**config.mk**
```make
export PLATFORM = sky130hd
export DESIGN_NAME = fifo_handoff_mutex
export DESIGN_NICKNAME = d
export VERILOG_FILES = /design/src/design/fhm_pkg.sv /design/src/design/fifo_handoff_mutex.sv /design/src/design/fhm_ram.sv
export SDC_FILE = /design/constraint.sdc
export NUM_CORES = 1
export LEC_CHECK = 0
export ABC_AREA = 1
export BUFFER_PORTS_ARGS = -buffer_cell sky130_fd_sc_hd__buf_4
export CORE_ASPECT_RATIO = 0.9
export CORE_MARGIN = 1.5
export CORE_UTILIZATION = 60
export DETAILED_ROUTE_END_ITERATION = 12
export GPL_ROUTABILITY_DRIVEN = 0
export PLACE_DENSITY = 0.79
export SLEW_MARGIN = 30
export SYNTH_ARGS = -nofsm -noshare
export SYNTH_HDL_FRONTEND = slang
export SYNTH_SLANG_ARGS = --single-unit
```
**constraint.sdc**
```tcl
create_clock -name clk -period 2.2 [get_ports clk]
set_input_delay 0 -clock clk [delete_from_list [all_inputs] [get_ports clk]]
set_output_delay 0 -clock clk [all_outputs]
set_load 0.05 [all_outputs]
```
**src/design/fhm_pkg.sv**
```systemverilog
package fhm_pkg;

  // number of task ids and depth of the waiter ring
  localparam int MAX_TASKS = 16;
  localparam int ID_W      = $clog2(MAX_TASKS);
  localparam int CNT_W     = $clog2(MAX_TASKS + 1);

  // request kinds
  localparam logic [1:0] OP_TRY    = 2'd0;
  localparam logic [1:0] OP_LOCK   = 2'd1;
  localparam logic [1:0] OP_UNLOCK = 2'd2;
  localparam logic [1:0] OP_SPARE  = 2'd3;

  // result status codes
  localparam logic [2:0] ST_OK        = 3'd0;
  localparam logic [2:0] ST_BUSY      = 3'd1;
  localparam logic [2:0] ST_QUEUED    = 3'd2;
  localparam logic [2:0] ST_BADCTX    = 3'd3;
  localparam logic [2:0] ST_RECURSIVE = 3'd4;
  localparam logic [2:0] ST_NOTOWNER  = 3'd5;
  localparam logic [2:0] ST_FULL      = 3'd6;

  typedef struct packed {
    logic [1:0] op;
    logic [7:0] caller_task;
  } req_t;

  typedef struct packed {
    logic [2:0] status;
    logic       woken_valid;
    logic [3:0] woken_task;
    logic       mutex_locked;
    logic [3:0] mutex_owner;
  } rsp_t;

  // ring pointer advance with wrap at the ring depth
  function automatic logic [ID_W-1:0] ring_next(input logic [ID_W-1:0] pos);
    logic [ID_W-1:0] res;
    if (pos == ID_W'(MAX_TASKS - 1)) begin
      res = '0;
    end else begin
      res = pos + ID_W'(1);
    end
    return res;
  endfunction

endpackage

```
**src/design/fifo_handoff_mutex.sv**
```systemverilog
// a request beat is accepted while the ring head is read, and the result beat is
// registered when the update stage executes; out_valid follows that register
// a new request is accepted only in the idle state, after the last one has left the
// update stage; a waiting result holds the next request in the update stage
// reset (rst_n low, synchronous): mutex free, owner 0, ring empty, no result pending;
// ring contents are not cleared and are only read behind the waiter count
module fifo_handoff_mutex (
  input  logic          clk,
  input  logic          rst_n,
  input  logic          in_valid,
  output logic          in_ready,
  input  fhm_pkg::req_t in_data,
  output logic          out_valid,
  input  logic          out_ready,
  output fhm_pkg::rsp_t out_data
);
  import fhm_pkg::*;

  localparam logic S_IDLE = 1'b0;
  localparam logic S_EXEC = 1'b1;

  logic             state_r, state_nxt;
  req_t             req_r;
  logic             held_r, held_nxt;
  logic [ID_W-1:0]  owner_r, owner_nxt;
  logic [ID_W-1:0]  head_r, head_nxt;
  logic [ID_W-1:0]  tail_r, tail_nxt;
  logic [CNT_W-1:0] cnt_r, cnt_nxt;
  logic             out_valid_r, out_valid_nxt;
  rsp_t             out_r, rsp;

  logic             in_fire;
  logic             exec_go;
  logic             push;
  logic [ID_W-1:0]  head_data;
  logic [ID_W-1:0]  me;
  logic             ctx_ok;

  assign in_ready  = (state_r == S_IDLE);
  assign in_fire   = in_valid && in_ready;
  assign exec_go   = (state_r == S_EXEC) && (!out_valid_r || out_ready);
  assign out_valid = out_valid_r;
  assign out_data  = out_r;

  // waiter ring, read at the head while the request waits for its update cycle
  fhm_ram #(
    .WIDTH(ID_W),
    .DEPTH(MAX_TASKS)
  ) u_ring (
    .clk  (clk),
    .we   (push),
    .waddr(tail_r),
    .wdata(me),
    .raddr(head_r),
    .rdata(head_data)
  );

  assign me     = req_r.caller_task[ID_W-1:0];
  assign ctx_ok = (req_r.caller_task < 8'(MAX_TASKS)) && (req_r.op != OP_SPARE);

  // mutex decision and state update
  always_comb begin
    held_nxt  = held_r;
    owner_nxt = owner_r;
    head_nxt  = head_r;
    tail_nxt  = tail_r;
    cnt_nxt   = cnt_r;
    push      = 1'b0;
    rsp       = '0;
    rsp.status = ST_BADCTX;
    if (ctx_ok) begin
      if (req_r.op == OP_UNLOCK) begin
        if (!held_r || owner_r != me) begin
          rsp.status = ST_NOTOWNER;
        end else if (cnt_r != '0) begin
          owner_nxt       = head_data;
          head_nxt        = ring_next(head_r);
          cnt_nxt         = cnt_r - CNT_W'(1);
          rsp.woken_valid = 1'b1;
          rsp.woken_task  = 4'(head_data);
          rsp.status      = ST_OK;
        end else begin
          held_nxt   = 1'b0;
          owner_nxt  = '0;
          rsp.status = ST_OK;
        end
      end else if (!held_r) begin
        held_nxt   = 1'b1;
        owner_nxt  = me;
        rsp.status = ST_OK;
      end else if (owner_r == me) begin
        rsp.status = ST_RECURSIVE;
      end else if (req_r.op == OP_TRY) begin
        rsp.status = ST_BUSY;
      end else if (cnt_r == CNT_W'(MAX_TASKS)) begin
        rsp.status = ST_FULL;
      end else begin
        push       = exec_go;
        tail_nxt   = ring_next(tail_r);
        cnt_nxt    = cnt_r + CNT_W'(1);
        rsp.status = ST_QUEUED;
      end
    end
    rsp.mutex_locked = held_nxt;
    rsp.mutex_owner  = held_nxt ? 4'(owner_nxt) : 4'd0;
  end

  // sequencer and result register control
  always_comb begin
    state_nxt     = state_r;
    out_valid_nxt = out_valid_r;
    if (out_valid_r && out_ready) begin
      out_valid_nxt = 1'b0;
    end
    case (state_r)
      S_IDLE: begin
        if (in_fire) begin
          state_nxt = S_EXEC;
        end
      end
      S_EXEC: begin
        if (exec_go) begin
          state_nxt     = S_IDLE;
          out_valid_nxt = 1'b1;
        end
      end
      default: state_nxt = S_IDLE;
    endcase
  end

  // control state
  always_ff @(posedge clk) begin
    if (!rst_n) begin
      state_r     <= S_IDLE;
      out_valid_r <= 1'b0;
      held_r      <= 1'b0;
      owner_r     <= '0;
      head_r      <= '0;
      tail_r      <= '0;
      cnt_r       <= '0;
    end else begin
      state_r     <= state_nxt;
      out_valid_r <= out_valid_nxt;
      if (exec_go) begin
        held_r  <= held_nxt;
        owner_r <= owner_nxt;
        head_r  <= head_nxt;
        tail_r  <= tail_nxt;
        cnt_r   <= cnt_nxt;
      end
    end
  end

  // request and result payload
  always_ff @(posedge clk) begin
    if (in_fire) begin
      req_r <= in_data;
    end
    if (exec_go) begin
      out_r <= rsp;
    end
  end

`ifndef NO_ASSERTIONS
  a_cnt_bound: assert property (@(posedge clk) disable iff (!rst_n)
    cnt_r <= CNT_W'(MAX_TASKS))
    else $error("waiter count beyond ring depth");

  a_free_no_waiters: assert property (@(posedge clk) disable iff (!rst_n)
    !held_r |-> cnt_r == '0)
    else $error("waiters present while mutex is free");

  a_woken_ok: assert property (@(posedge clk) disable iff (!rst_n)
    out_valid_r && out_r.woken_valid |-> out_r.status == ST_OK && out_r.mutex_locked)
    else $error("hand-off reported without lock held");

  a_accept_exec: assert property (@(posedge clk) disable iff (!rst_n)
    in_fire |=> state_r == S_EXEC)
    else $error("accepted request did not enter update stage");
`endif

endmodule

```
**src/design/fhm_ram.sv**
```systemverilog
module fhm_ram #(
  parameter int WIDTH = 4,
  parameter int DEPTH = 16
) (
  input  logic                     clk,
  input  logic                     we,
  input  logic [$clog2(DEPTH)-1:0] waddr,
  input  logic [WIDTH-1:0]         wdata,
  input  logic [$clog2(DEPTH)-1:0] raddr,
  output logic [WIDTH-1:0]         rdata
);

  logic [WIDTH-1:0] mem [DEPTH];

  // single write port, registered read port
  always_ff @(posedge clk) begin
    if (we) begin
      mem[waddr] <= wdata;
    end
    rdata <= mem[raddr];
  end

endmodule

```
Word-level counts from Yosys, hierarchy flattened

Memories as Yosys holds them, arrays and structs flattened. A register that Yosys moved wholly into a read port is not among the register bits.
Cells that the tools add are included.

Input port bits: 14
Bits in registers: 43
Memories: 1
Logic and storage cells: 95
Output and inout port bits: 15
Memory bits (writable): 64

Memories:

| memory     | depth | width | read ports | clocked after Yosys merged registers in | write ports | RTL line      | source |
|---|---|---|---|---|---|---|---|
| u_ring.mem | 16    | 4     | 1          | 1                                       | 1           | fhm_ram.sv:13 | `logic [WIDTH-1:0] mem [DEPTH];` |

Eq/ne operators: 12
Add/subtract/negate cells: 4
Bitwise logic cells: 8
Multiplexer cells: 39
Reduce and logical (&&, ||, !) cells: 16
Magnitude comparators: 1

Operator list:

| cell                | number |
|---|---|
| $mux 5              | 8 |
| $mux 4              | 7 |
| $mux 3              | 6 |
| $mux 1              | 17 |
| $ne 2x2->1 const B  | 5 |
| $add 4x1->4 const B | 2 |
| $eq 4x4->1 const B  | 2 |
| $lt 8x5->1 const B  | 1 |
| $not 1->1           | 8 |
| $reduce_and 8->1    | 1 |
| $reduce_and 7->1    | 1 |
| $add 5x1->5 const B | 1 |
| $eq 5x5->1 const B  | 1 |
| $reduce_and 5->1    | 1 |
| $reduce_bool 5->1   | 1 |
| $sub 5x1->5 const B | 1 |
| $eq 4x4->1          | 1 |
| $logic_and 1x1->1   | 4 |
| $ne 4x4->1          | 1 |
| $reduce_or 4->1     | 1 |
| $reduce_or 3->1     | 1 |
| $eq 2x2->1 const B  | 1 |
| $logic_not 1->1     | 2 |
| $logic_not 2->1     | 1 |
| other kinds (4)     | 5 |

Depth between registers and ports, before layout

Depth after elaboration: 11
Gate-level depth with buffers: 12
Depth with buffers taken out: 12

By module

From an unflattened synthesis, not the netlist that was laid out.

Cells, all modules: 550
Area total of the unflattened synthesis: 5170.0 sq um

By module, submodules not included:

| module             | seq. area each (sq um) | cells each | instances | area an instance (sq um) |
|---|---|---|---|---|
| fhm_ram            | 2001.9                 | 290        | 1         | 2966.6 |
| fifo_handoff_mutex | 1091.0                 | 260        | 1         | 2203.4 |

Worst setup path before layout

No wires, ideal clock.

Kind: register -> register
From: reg out_valid_r, in the netlist out_valid
To: mem u_ring.mem[7][0], enable pin
Slack: 23 ps
Setup time: 333 ps
Arrival: 1844 ps
Path buffers: 0
Data required time: 1867 ps
Period minus slack after synthesis: 2177 ps
Stages on the path, launching flop included: 10
Path through: dfxtp_1 > inv_1 > nor2_1 > nor2_2 > inv_2 > nor2_8 > nand2_4 > inv_4 > nand2_2 > nor3_2

Longest elaborated chain between the ends: 11

RTL lines:

| element                      | RTL line                  | source |
|---|---|---|
| from (decl)                  | fifo_handoff_mutex.sv:29  | `logic out_valid_r, out_valid_nxt;` |
| from (signal assigned)       | fifo_handoff_mutex.sv:143 | `out_valid_r <= out_valid_nxt;` |
| $logic_not 1->1              | fifo_handoff_mutex.sv:41  | `assign exec_go = (state_r == S_EXEC) && (!out_valid_r \|\| out_ready);` |
| $logic_or 1x1->1             | fifo_handoff_mutex.sv:41  |  |
| $logic_and 1x1->1            | fifo_handoff_mutex.sv:41  |  |
| $mux 1                       | fifo_handoff_mutex.sv:95  | `end else if (cnt_r == CNT_W'(MAX_TASKS)) begin` |
| $mux 1                       | fifo_handoff_mutex.sv:93  | `end else if (req_r.op == OP_TRY) begin` |
| $mux 1                       | fifo_handoff_mutex.sv:91  | `end else if (owner_r == me) begin` |
| $mux 1                       | fifo_handoff_mutex.sv:87  | `end else if (!held_r) begin` |
| $mux 1                       | fifo_handoff_mutex.sv:72  | `if (req_r.op == OP_UNLOCK) begin` |
| $mux 1                       | fifo_handoff_mutex.sv:71  | `if (ctx_ok) begin` |
| $mux 1                       | fhm_ram.sv:17             | `if (we) begin` |
| $mux 1 (not written as such) | fhm_ram.sv:18             | `mem[waddr] <= wdata;` |
| to (decl)                    | fhm_ram.sv:13             |  |

No other way between the ends.

Worst setup path after layout

From: reg req_r, in the netlist me[1]
To: mem u_ring.mem[0][3], enable pin

Longest elaborated chain between the ends: 7
Elaborated cells on any way between the ends: 9
Classes of those cells: order compare: 1; eq/ne: 1; mux: 6; reduce/logical: 1

RTL lines:

| element                                                            | RTL line                  | source |
|---|---|---|
| from (decl)                                                        | fifo_handoff_mutex.sv:23  | `req_t req_r;` |
| from (signal assigned)                                             | fifo_handoff_mutex.sv:157 | `req_r <= in_data;` |
| parallel branches: the longest is 4 deep, another holds $lt 8x5->1 | -                         |  |
| $mux 1 (*)                                                         | fifo_handoff_mutex.sv:71  |  |
| $mux 1 (*)                                                         | fhm_ram.sv:17             |  |
| $mux 1 (not written as such) (*)                                   | fhm_ram.sv:18             |  |

Mark *: on every way between the ends.

==> results by group <==
Power and ir drop
  – Combinational cell fraction of total power: 0.070
  – Psw: 860 uW
  – Clk pwr share: 0.305
  – Sw frac: 0.234
  – Leak pwr: 0.00222 uW
  – Internal: 2820 uW
  – VDD IR max: 0.000487 V
  – Flop pwr share: 0.626
  – Cell Pwr Density: 653 nW/um^2

Worst setup path
  – Critical path launch point type: register
  – CP required: 2.24 ns
  – Critical path arrival: 2.05 ns
  – Kind of critical path: reg2reg
  – Setup crit end kind: register
  – Critical Path Fanout Max: 8

Logic synthesis
  – Netlist Area Pre-Place: 4970 sq um
  – #FFs+latches synth: 111
  – Synth cell count leaders: edfxtp_1 (87), nand2_1 (84), nor2_1 (67), o21ai_0 (40), inv_1 (39)
  – Cell with the most instances after synthesis: edfxtp_1
  – Yosys warning count: 0
  – Sequential area share after synthesis: 0.622
  – Syn_area_per_cell: 10.4 sq um
  – Ys async rst share: 0
  – EDFF count, synth: 87
  – Synth area leader: edfxtp_1
  – Yosys cell types: 37
  – Synth top area cells: edfxtp_1 (53%), dfxtp_1 (9.7%), nand2_1 (6.3%)
  – Top cell type's share of synthesized area: 0.525
  – Synthesized instance count: 479
  – Syn nets: 502
  – Ys flop type: edfxtp_1

Clock tree
  – Clock buffer count from CTS: 9
  – Root Buffer: clkbuf_8
  – Cts repair resizes: 0
  – Post-CTS setup buffers: 0
  – CTS tree: built
  – Clk buf depth: 2
  – Clock Latency Late Sink: 0.38 ns
  – Reg clk slew, reported paths: 0.10 ns
  – Clk sinks: 111
  – Number of H-tree levels: 3

Routing
  – WL per Instance: 16.9 um
  – Vias: 3,628
  – Routed Antenna Nets: 0
  – Remaining DRCs: 2
  – Starting DRC count in detailed routing: 362
  – Avg Vias per Cell: 5.74
  – Total length of routed wires: 10,700 um
  – DRT Pass-1 Iters: 9

Run
  – Max-Cap Viols: 0

STA
  – F_max: 499 MHz
  – Hold slack: 0.336 ns
  – Max Slew Vio Count: 0
  – RSZ-0062 raised after global routing: no
  – Rel. slew slack: 0.405
  – Final Hold Viols: 0
  – Period utilization: 0.912
  – Final min period: 2.01 ns
  – Worst-Margin Slew: 0.889 ns
  – Final worst slack: 0.194 ns
  – Layout Skew: 0.00890 ns
  – Final setup TNS: 0 ns
  – Final setup violation count: 0

Global route
  – Gr ovfl total: 0
  – Global-route wire length before repair: 16,500 um
  – Initial antenna violation count: 0
  – Number of global-route vias before repair: 3,303
  – Global Route Usage Sum: 0.253
  – Largest net degree at the start of global routing: 36

Cells and area
  – Area delta synth->final: 13.3%
  – Fin cells: 632
  – Layout cell share with drive strength beyond 1: 0.161
  – Nets: 551
  – Fillers: 588
  – Diodes inserted: 0

Die
  – Die W: 99.0 um
  – I/O pin total: 29
  – Die area: 8840 sq um
  – Vert. Die Dim: 89.4 um
  – Row cnt: 31
  – Initial core utilization: 0.619
  – Core area: 8030 sq um

Run status
  – Status: finished, violations left
  – Violated checks: design-rule violations

Place
  – Post-place setup slack: 0.206 ns
  – IO buf count: 28
  – Inst Count DP: 603
  – Final HPWL DP: 7570 um

Min path
  – Worst hold path class: in2reg
-- state kept, by name (all words and copies together), names as in the netlist --
name and count:
cnt_r 5, held_r 1, u_ring.mem 64, req_r 6, out_data 13, u_ring.rdata 4, head_r 4, state_r 1
tail_r 4, out_valid 1, owner_r 4, me 4
-- power groups by stage --
| stage | combinational (uW) | sequential (uW) | clock, uW |
|---|---|---|---|
| 2_1_floorplan | 92.7 | 2400 | 0 |
| 3_3_place_gp | 232 | 2350 | 0 |
| 3_5_place_dp | 235 | 2350 | 0 |
| 4_1_cts | 254 | 2300 | 1130 |
| 5_1_grt | 275 | 2310 | 1220 |
| 6_report | 257 | 2300 | 1120 |
-- metrics by stage --
step / total power (uW) / util / area, sq um
final: 3680 / 0.702 / 5630
after floorplan: 2500 / - / 4970
after global placement: 2580 / 0.664 / 5330
after CTS: 3680 / 0.702 / 5630
after global routing: 3800 / 0.702 / 5630
after detailed placement: 2590 / 0.664 / 5330
-- kinds of logic after synthesis --
logic type	after synthesis	share of synthesized area
compound gates	79	0.0903
xor+xnor	7	0.0123
fa+ha+maj	9	0.0242
buf+inv	61	0.0481
flops	111	0.622
simple gates	212	0.203
-- area by class of cell --
class	count	area, sq um	area share
sequential	111	3090	0.549
tap	99	124	0.0220
clock inverter	4	30.0	0.00533
timing repair buffer	50	408	0.0724
inverter	49	193	0.0342
multi-input combinational	307	1640	0.291
clock buffer	12	145	0.0258
-- final timing paths --
kind | startpoint | end | slack, ns | depth (start not counted)
max reg2reg | me[1] | u_ring.mem[0][3] | 0.19 | 11
min | in_data[6] | req_r[6] | 0.34 | 2
max | me[1] | u_ring.mem[0][3] | 0.19 | 11
min reg2reg | cnt_r[0] | cnt_r[0] | 0.50 | 2
-- layout by cell type, fill, tap and decap left out, types with 4 or more instances in the layout --
master / n
nand4_1: 4
xor2_1: 5
clkbuf_8: 10
dfxtp_1: 24
inv_2: 7
edfxtp_1: 87
nand3_1: 30
inv_1: 39
nand2_1: 84
nor2_4: 4
o221ai_1: 8
ha_1: 8
o21ai_0: 40
nor2_1: 67
buf_4: 37
o22ai_1: 8
a21oi_1: 16
dlygate4sd3_1: 13
nand2_2: 9
-- routing by layer --
layer	track usage	up-vias	wire length, um
li1	-	1732	-
met1	0.352	1700	4690
met2	0.394	174	4930
met3	0.0610	22	861
met4	0.0935	0	194
met5	0	-	0
-- worst max-delay path, cell delays in order (launching register included) --
cell	delay (ns)
edfxtp_1	0.45
inv_1	0.10
nand2_1	0.05
nand2_1	0.10
nor2_4	0.06
nand2_4	0.10
nand2_2	0.09
nor2_4	0.12
nand2_4	0.07
inv_4	0.10
nand2_2	0.09
nor2_1	0.32
-- what timing repair did --
item,4_1_cts,5_1_grt
hold buffers,13,0
setup endpoints to repair,0,0
hold endpoints to repair,17,0
No activity file was read; power rests on OpenSTA's default activity.
